## config.mk

```make
export PLATFORM = sky130hd
export DESIGN_NAME = ppt_cordic_stage
export DESIGN_NICKNAME = d
export VERILOG_FILES = /design/src/design/ppt_pkg.sv /design/src/design/ppt_cordic_stage.sv
export SDC_FILE = /design/constraint.sdc
export NUM_CORES = 1
export LEC_CHECK = 0
export ABC_AREA = 0
export BUFFER_PORTS_ARGS = -buffer_cell sky130_fd_sc_hd__buf_2
export CAP_MARGIN = 20
export CORE_AREA = 2 2 182 184
export DETAILED_ROUTE_END_ITERATION = 8
export DIE_AREA = 0 0 184 186
export PLACE_DENSITY = 0.65
export SLEW_MARGIN = 20
export SYNTH_ARGS = -nofsm -noshare
export SYNTH_HDL_FRONTEND = slang
export SYNTH_SLANG_ARGS = --single-unit
```

## constraint.sdc

```tcl
create_clock -name clk -period 1.7 [get_ports clk]
set_input_delay 0.255 -clock clk [delete_from_list [all_inputs] [get_ports clk]]
set_output_delay 0.255 -clock clk [all_outputs]
set_load 0.02 [all_outputs]
```

## src/design/ppt_pkg.sv

```systemverilog
// ----------------------------------------------------------------------------
// ppt_pkg
// shared types, register indexes, mode codes and cordic constants
// ----------------------------------------------------------------------------
package ppt_pkg;

    localparam int CFG_IDX_W  = 3;
    localparam int CFG_DATA_W = 32;

    localparam logic [CFG_IDX_W-1:0] REG_MODE     = 3'd0;
    localparam logic [CFG_IDX_W-1:0] REG_OFFSET_X = 3'd1;
    localparam logic [CFG_IDX_W-1:0] REG_OFFSET_Y = 3'd2;
    localparam logic [CFG_IDX_W-1:0] REG_SCALE    = 3'd3;
    localparam logic [CFG_IDX_W-1:0] REG_ANGLE    = 3'd4;
    localparam logic [CFG_IDX_W-1:0] REG_CENTER_X = 3'd5;
    localparam logic [CFG_IDX_W-1:0] REG_CENTER_Y = 3'd6;

    localparam logic [1:0] MODE_TRANSLATE = 2'd0;
    localparam logic [1:0] MODE_SCALE     = 2'd1;
    localparam logic [1:0] MODE_ROTATE    = 2'd2;

    localparam int CW = 34;
    localparam logic signed [CW-1:0] CORDIC_GAIN = 34'sd652032874;
    localparam int MAX_STAGES = 24;

    typedef struct packed {
        logic signed [31:0] in_x;
        logic signed [31:0] in_y;
        logic               in_last;
    } in_t;

    typedef struct packed {
        logic signed [31:0] out_x;
        logic signed [31:0] out_y;
        logic               out_last;
    } out_t;

    typedef struct packed {
        logic [1:0]         mode;
        logic signed [31:0] offset_x;
        logic signed [31:0] offset_y;
        logic signed [23:0] scale_factor;
        logic [15:0]        rotation_angle;
        logic signed [31:0] center_x;
        logic signed [31:0] center_y;
    } cfg_t;

    typedef struct packed {
        logic                   valid;
        logic                   last;
        logic signed [32:0]     dx;
        logic signed [32:0]     dy;
        logic signed [31:0]     x0;
        logic signed [31:0]     y0;
        logic signed [CW-1:0]   cx;
        logic signed [CW-1:0]   cy;
        logic signed [CW-1:0]   cz;
        logic                   flip;
    } pipe_t;

    function automatic logic signed [CW-1:0] atan_turn(input int i);
        logic [31:0] v;
        case (i)
            0:  v = 32'h20000000;
            1:  v = 32'h12E4051E;
            2:  v = 32'h09FB385B;
            3:  v = 32'h051111D4;
            4:  v = 32'h028B0D43;
            5:  v = 32'h0145D7E1;
            6:  v = 32'h00A2F61E;
            7:  v = 32'h00517C55;
            8:  v = 32'h0028BE53;
            9:  v = 32'h00145F2F;
            10: v = 32'h000A2F98;
            11: v = 32'h000517CC;
            12: v = 32'h00028BE6;
            13: v = 32'h000145F3;
            14: v = 32'h0000A2FA;
            15: v = 32'h0000517D;
            16: v = 32'h000028BE;
            17: v = 32'h0000145F;
            18: v = 32'h00000A30;
            19: v = 32'h00000518;
            20: v = 32'h0000028C;
            21: v = 32'h00000146;
            22: v = 32'h000000A3;
            23: v = 32'h00000051;
            default: v = 32'h0;
        endcase
        return $signed({2'b00, v});
    endfunction

endpackage

```

## src/design/ppt_cordic_stage.sv

```systemverilog
// ----------------------------------------------------------------------------
// ppt_cordic_stage
// one registered cordic rotation step with the vertex carried alongside
// ----------------------------------------------------------------------------
module ppt_cordic_stage #(
    parameter int SHIFT = 0
) (
    input  logic          clk,
    input  logic          rst_n,
    input  logic          en,
    input  ppt_pkg::pipe_t d,
    output ppt_pkg::pipe_t q
);

    ppt_pkg::pipe_t q_reg;
    ppt_pkg::pipe_t q_next;

    always_comb
    begin
        q_next = d;
        if (d.cz >= 0)
        begin
            q_next.cx = d.cx - (d.cy >>> SHIFT);
            q_next.cy = d.cy + (d.cx >>> SHIFT);
            q_next.cz = d.cz - ppt_pkg::atan_turn(SHIFT);
        end
        else
        begin
            q_next.cx = d.cx + (d.cy >>> SHIFT);
            q_next.cy = d.cy - (d.cx >>> SHIFT);
            q_next.cz = d.cz + ppt_pkg::atan_turn(SHIFT);
        end
    end

    always_ff @(posedge clk or negedge rst_n)
    begin
        if (!rst_n)
        begin
            q_reg.valid <= 1'b0;
        end
        else if (en)
        begin
            q_reg <= q_next;
        end
    end

    assign q = q_reg;

endmodule

```

Yosys cells after proc, flatten, opt, wreduce, memory -nomap -nowiden

Index checks and enable logic that the tools add are counted.

Muxes and demuxes: 1
Magnitude comparators: 1
Reduce and logical (&&, ||, !) cells: 1
Add/subtract/negate cells: 5

Operators with widths:

| cell                                                                | number |
|---|---|
| two-way mux 102 bit                                                 | 1 |
| subtractor 34 bit                                                   | 2 |
| adder 34 x 31 -> 34 bit (second input constant)                     | 1 |
| adder 34 bit                                                        | 1 |
| greater-or-equal comparator 34 x 1 -> 1 bit (second input constant) | 1 |
| subtractor 34 x 31 -> 34 bit (second input constant)                | 1 |
| AND reduction 2 bit                                                 | 1 |

Register bits: 235
Word-level logic and storage cells: 18

Logic depth before layout (Yosys ltp)

Gate-level depths: netlist (run 1).

Depth after elaboration: 2
Depth in mapped cells: 15
Gate-level depth less buffers: 13

Worst setup path before layout (run 1)

Ideal clock, no wire load.

Path kind: input-to-reg
From: input en
To: register q_reg (netlist bit q[0]), enable pin
Slack: -4.450 ns
Required time: 1.078 ns
Cell stages on the path: 1
Setup time: 0.622 ns
Arrival: 5.528 ns
Cell sequence: and2_1

Word-level cells in the longest chain between the ends: 1

RTL lines:

| item                                 | line                   | source |
|---|---|---|
| from (decl)                          | ppt_cordic_stage.sv:10 | `input logic en,` |
| AND reduction 2 bit (no source line) | --                     |  |
| to (signal assigned)                 | ppt_cordic_stage.sv:43 | `q_reg <= q_next;` |
| to (decl)                            | ppt_cordic_stage.sv:15 | `ppt_pkg::pipe_t q_reg;` |

Every way passes these cells.
A chain may end at the register's enable or synchronous reset.

==> results of run 1 <==
==> through the flow <==
step / total power [mW] / TNS (ps) / setup slack (ps)
final: 19.9 / -27290 / -659
after floorplan: 9.93 / -179720 / -790
after global placement: 12.4 / -77770 / -1370
after detailed placement: 12.4 / -78040 / -1370
after global routing: 20.6 / -31320 / -737
after CTS: 19.3 / -25720 / -663
==> cell usage in the layout, fill, tap and decap left out, drive strengths merged, types with 6 or more instances in the layout <==
master / instances
a211oi: 21
a21o: 30
a21oi: 120
and2: 6
buf: 911
clkbuf: 28
clkinv: 17
dlygate4sd3: 157
edfxtp: 233
ha: 104
inv: 106
mux2i: 16
nand2: 48
nand2b: 14
nand3: 6
nand4: 17
nor2: 74
nor2b: 13
nor3: 20
nor4: 12
o211ai: 10
o21a: 10
o21ai: 71
o21bai: 24
o22ai: 6
o31ai: 10
or3: 6
xnor2: 56
xor2: 12
==> synth_stat cells, types with 4 or more instances <==
library cell    n  area, um2
nand4_1        17        106
nor4_1         11       68.8
a21boi_0        4       30.0
fa_1            4       80.1
clkbuf_1       18       67.6
o21a_1         10       75.1
a221oi_1        4       35.0
o22ai_1         6       37.5
a211oi_2        4       50.1
nor3_1         20        100
o21bai_1       24        180
a211oi_1       17        128
nor3b_1         4       30.0
a21oi_1       118        591
a21o_1         30        225
ha_1          104       1300
and2_1          6       37.5
nor2b_1        13       81.3
nand2b_1       14       87.6
edfxtp_1      233       7000
or4_1           4       30.0
o211ai_1        8       60.1
nand3_1         6       30.0
or3_1           6       37.5
inv_1         102        383
buf_2          20        100
nand2_1        48        180
mux2i_1        16        160
xor2_1         12        105
nor2_1         74        278
o31ai_1         7       52.6
o21ai_0        70        350
a31oi_1         4       25.0
xnor2_1        56        490
==> power by group <==
group	total [mW]	internal, mW	switching, mW
Sequential	7.16	6.96	0.196
Combinational	6.71	3.13	3.58
Clock	6.04	3.40	2.64
==> worst register-to-register path: stages (launching register included) <==
cell and delay [ps]:
dfrtp_1 380, mux2_2 250, dlygate4sd3_1 550
==> layer usage <==
metal	share of wire (%)	vias up	GRT usage [%]
met4	5.5	4	15.6
li1	-	6304	-
met2	47	754	57.5
met3	9.5	203	9.33
met5	0.036	-	0
met1	37	6833	40.8
==> cell families (layout without fill, tap and decap cells) <==
logic type,Yosys count,in the layout
adder cells (fa/ha/maj),108,108
AO/OA/AOI/OAI,336,336
buffers and inverters,148,1223
multiplexers,17,17
AND/OR/NAND/NOR,233,233
other,0,5
XOR/XNOR,68,68
flip-flops,234,234
==> worst paths after layout <==
kind                          end  slack (ps)  cells past startpoint
max                         q[96]        -660                     14
min                         q[16]          10                      2
max reg2reg                q[234]         400                      2
min reg2reg                q[234]        1050                      2
max in group asynchronous  q[234]        1540                      2
min in group asynchronous  q[234]          60                      2
==> what timing repair did <==
action	4_1_cts	5_1_grt
cloned	7	0
hold buffers	157	0
endpoints found under the setup margin	70	70
endpoints found under the hold margin	156	0
pin swaps	113	109
gates resized for setup	222	147
setup buffers	56	34
==> area by class of cell <==
type	instances	area [um2]	share of cell area [%]
timing repair buffer	1068	7870	32.8
multi-input combinational	762	7260	30.3
sequential	234	7020	29.3
clock buffer	28	679	2.83
tap	408	510	2.13
inverter	105	437	1.82
clock inverter	22	213	0.886
antenna	5	12.5	0.0521
==> impl_metrics.json, run 1 <==
{
  "outcome": "finished with violations",
  "violations": "setup timing",
  "crit_required_ps": 2000,
  "ys_types": 70,
  "row_count": 66,
  "worst_path_max_delay_cell": "a211oi_4",
  "io_buffers": 472,
  "cap_violations": 0,
  "largest_reg_flops": 234,
  "die_y_um": 186,
  "cp-start-kind": "input port",
  "hold_slack_ps": 14.6,
  "drtAntennaViolNets": 0,
  "pin_count": 473,
  "dr.pass1.iters": 5,
  "synth_compound_area_share_pct": 16.5,
  "cp_num_buf_inv": 4,
  "fmax_mhz": 424,
  "clk_pin_slew_ps": 70,
  "synth_mux_area_share_pct": 1.31,
  "die_x_um": 184,
  "wl_um": 61800,
  "synth-seq-cells": 234,
  "synth-main-ff-cell": "edfxtp_1",
  "fin_crit_sh_pct": 139,
  "hold_path_class": "in -> reg",
  "worstPathCellList": "buf_8 -> inv_4 -> ha_4 -> buf_6 -> nor3_4 -> o21a_1 -> a211oi_4 -> a21o_1 -> a211oi_4 -> buf_4 -> a21o_1 -> a311o_1 -> a21oi_2 -> xnor2_1",
  "grt_pass1_wl_um": 86800,
  "cts_buffers": 27,
  "crit_type": "in -> reg",
  "fin_util_pct": 74.5,
  "grt_start_max_net_pins": 71,
  "hold_path_startpoint": "d[16]",
  "r2r-start": "q[234]",
  "clock_sinks": 234,
  "placed_cells": 2344,
  "synth-xor-area-share_pct": 4.56,
  "initial_core_util_pct": 40.5,
  "power.density_nw_per_um2": 830,
  "power.leakage_nw": 10.6,
  "cpLargestDelayFamily": "compound AO/OA/AOI/OAI gates",
  "antenna_found_initial": 7,
  "gr-usage-all-layers_pct": 34.1,
  "yosysWarnings": 0,
  "placed_cell_area_um2": 19200,
  "synth-seq-area-share_pct": 53.8,
  "stdcell_count": 2632,
  "slew_viol_final": 0,
  "num_vias": 14100,
  "grt_pass1_vias": 14300,
  "drive_above_1_share_pct": 55.3,
  "synth-adder-area-share_pct": 10.6,
  "h-tree-depth": 1,
  "synth_area_um2": 13100,
  "hold_viol": 0,
  "min_period_ps": 2360,
  "gp_congestion": 0.958,
  "crit_start": "d[41]",
  "tightest_slew_ps": 554,
  "rsz0062_at_grt": "yes",
  "cpPeakStageDelay_ps": 360,
  "insertion_delay_ps": 540,
  "place_hpwl_um": 42600,
  "drt_iter0_markers": 1054,
  "skew_ps": 0,
  "wl_per_cell_um": 23.5,
  "viasPerCell": 5.36,
  "yosys.area_share.simple_pct": 8.80,
  "design_area_um2": 24000,
  "area_delta_synth_final_pct": 83.8,
  "synthArstFlopShare_pct": 0.427,
  "syn_area_per_cell_um2": 11.4,
  "drc_errors": 0,
  "arrival_ps": 2660,
  "worstSetupEndpointType": "flop",
  "die-area_um2": 34200,
  "fillers": 2150,
  "cp_max_fo": 3,
  "fin_nets": 2544,
  "slew_headroom_pct": 62.7,
  "cts_tree": "done",
  "syn_nets": 1490,
  "synth_edf_count": 233,
  "cts-root-buf": "clkbuf_16",
  "setup_ws_ps": -659,
  "fp.coreArea_um2": 32200,
  "syn_inst": 1144,
  "synth_top_family_by_area": "compound AO/OA/AOI/OAI gates",
  "grt_overflow_total": 0,
  "clockBufferDepth": 3,
  "setup_violations": 70,
  "ir_drop_v": 0.000670
}
Note: power is estimated with default switching activity, not from simulation.
==> inputs of run 2 (changes only) <==
--- a/config.mk
+++ b/config.mk
@@ -12,6 +12,7 @@
 export DETAILED_ROUTE_END_ITERATION = 8
 export DIE_AREA = 0 0 184 186
 export PLACE_DENSITY = 0.65
+export REMOVE_ABC_BUFFERS = 1
 export SLEW_MARGIN = 20
 export SYNTH_ARGS = -nofsm -noshare
 export SYNTH_HDL_FRONTEND = slang
==> impl_metrics.json, run 2 (synthesis results as in run 1) <==
{
  "stdcell_count": 2631,
  "r2r-start": "q[234]",
  "initial_core_util_pct": 40.5,
  "crit_type": "in -> reg",
  "fin_nets": 2546,
  "fmax_mhz": 410,
  "grt_pass1_wl_um": 87000,
  "slew_headroom_pct": 64.6,
  "power_mw": 19.5,
  "grt_pass1_vias": 14300,
  "die_y_um": 186,
  "placed_cells": 2361,
  "slew_viol_final": 0,
  "largest_reg_flops": 234,
  "switchingPower_mw": 6.22,
  "num_vias": 14100,
  "cp_num_buf_inv": 4,
  "min_period_ps": 2440,
  "io_buffers": 472,
  "critical_path.endpoint": "q[63]",
  "cpLargestDelayFamily": "compound AO/OA/AOI/OAI gates",
  "h-tree-depth": 1,
  "outcome": "finished with violations",
  "die_x_um": 184,
  "design_area_um2": 23700,
  "worst-path-stages": 15,
  "setup_violations": 70,
  "cp_max_fo": 3,
  "row_count": 66,
  "power.density_nw_per_um2": 823,
  "fin_crit_sh_pct": 143,
  "r2r_setup_slack_ps": 370,
  "area_delta_synth_final_pct": 81.8,
  "cpPeakStageDelay_ps": 390,
  "drive_above_1_share_pct": 55.0,
  "rsz0062_at_grt": "yes",
  "hold_path_class": "in -> reg",
  "power.leakage_nw": 10.5,
  "placed_cell_area_um2": 18700,
  "clockBufferDepth": 3,
  "fillers": 2215,
  "cts_tree": "done",
  "viasPerCell": 5.34,
  "setup_tns_ps": -32220,
  "gp_congestion": 1.00,
  "hold_viol": 0,
  "rr_endpoint": "q[234]",
  "cts-root-buf": "clkbuf_16",
  "pin_count": 473,
  "drt_iter0_markers": 1068,
  "gr-usage-all-layers_pct": 34.2,
  "insertion_delay_ps": 520,
  "p_int_mw": 13.3,
  "clock_sinks": 234,
  "clk_pin_slew_ps": 60,
  "fp.coreArea_um2": 32200,
  "layout_common_cells": "453 x buf_2, 381 x buf_4, 233 x edfxtp_1",
  "reg2reg_depth": 2,
  "ir_drop_v": 0.000666,
  "hold_slack_ps": 48.1,
  "worst_path_max_delay_cell": "fa_2",
  "violations": "setup timing",
  "crit_required_ps": 1970,
  "cts_buffers": 25,
  "drtAntennaViolNets": 0,
  "cap_violations": 0,
  "crit_start": "d[69]",
  "switching_share_pct": 31.8,
  "worstPathCellList": "buf_8 -> buf_6 -> ha_4 -> fa_2 -> nor2b_4 -> o211ai_4 -> a21oi_2 -> a211oi_2 -> buf_4 -> o211ai_4 -> a21oi_4 -> buf_6 -> nor3b_2 -> a31oi_1 -> xor2_1",
  "dr.pass1.iters": 5,
  "tightest_slew_ps": 531,
  "cp-start-kind": "input port",
  "antenna_found_initial": 4,
  "wl_um": 61800,
  "skew_ps": 0,
  "wl_per_cell_um": 23.5,
  "p_clk_share_pct": 29.5,
  "setup_ws_ps": -739,
  "grt_overflow_total": 0,
  "grt_start_max_net_pins": 84,
  "seq_power_share_pct": 36.6,
  "multi_input_area_um2": 7060,
  "arrival_ps": 2710,
  "layout_commonest_cell": "buf_2",
  "place_hpwl_um": 43900,
  "pwr-share-comb_pct": 34.0,
  "drc_errors": 0,
  "worstSetupEndpointType": "flop",
  "die-area_um2": 34200,
  "regArea_um2": 7020
}
-- run 2: changes by cell type in the layout (fill, tap and decap cells not counted), moves of 5 or more --
cell	previous run	this run
buf_4	359	381
buf_6	59	48
xnor2_1	41	50
xnor2_2	15	6
a21oi_2	35	41
a21oi_4	14	8
buf_2	459	453
clkinv_1	8	2
inv_6	9	3
nor2_4	10	16
inv_2	6	11
nor2_1	59	54
-- run 2: layer usage --
| metal | global-route usage (%) | routed length, um | up-vias |
|---|---|---|---|
| met3 | 6.32 | 5170 | 194 |
| met4 | 17.7 | 3670 | 0 |
| met2 | 55.6 | 28700 | 766 |
| met5 | 0 | 0 | - |
| li1 | - | - | 6301 |
| met1 | 43.7 | 24300 | 6800 |
-- run 2: per-stage QoR --
| step | setup slack [ps] | util [%] |
|---|---|---|
| 6_report | -739 | 73.7 |
| 5_1_grt | -802 | 73.7 |
| 4_1_cts | -681 | 71.7 |
| 3_5_place_dp | -1590 | 58.1 |
| 3_3_place_gp | -1510 | 58.1 |
| 2_1_floorplan | -4450 | - |
-- run 2: cell type report --
class                   instances  area share, %
clock inverters                17          0.833
inverters                     105           1.80
diodes                          5         0.0527
clock buffers                  28           2.68
repair buffers               1072           33.2
well taps                     408           2.15
multi-input cells             762           29.7
flip-flops and latches        234           29.6
-- run 2: worst min path at each step --
stage / to / depth (start not counted) / slack [ps] / startpoint
2_1_floorplan: q[234] / 0 / -40 / rst_n
3_3_place_gp: q[234] / 1 / 40 / rst_n
3_5_place_dp: q[234] / 1 / 40 / rst_n
4_1_cts: q[21] / 2 / 20 / d[21]
5_1_grt: q[21] / 2 / 30 / d[21]
6_report: q[21] / 2 / 50 / d[21]
-- run 2: power groups by stage --
stage	Combinational (mW)	Sequential, mW	Clock, mW
floorplan	1.76	7.87	0
global placement	4.95	7.24	0
detailed placement	4.99	7.24	0
CTS	6.12	7.13	5.76
global route	6.96	7.17	6.01
finish	6.64	7.15	5.76
-- run 2: what timing repair did --
action                                  CTS  global route
cloned                                    7             0
hold buffers                            156             0
endpoints found under the setup margin   70            70
buffers inserted                         48            24
hold endpoints to repair                155             0
pin swaps                               141            80
gates resized for setup                 360           121
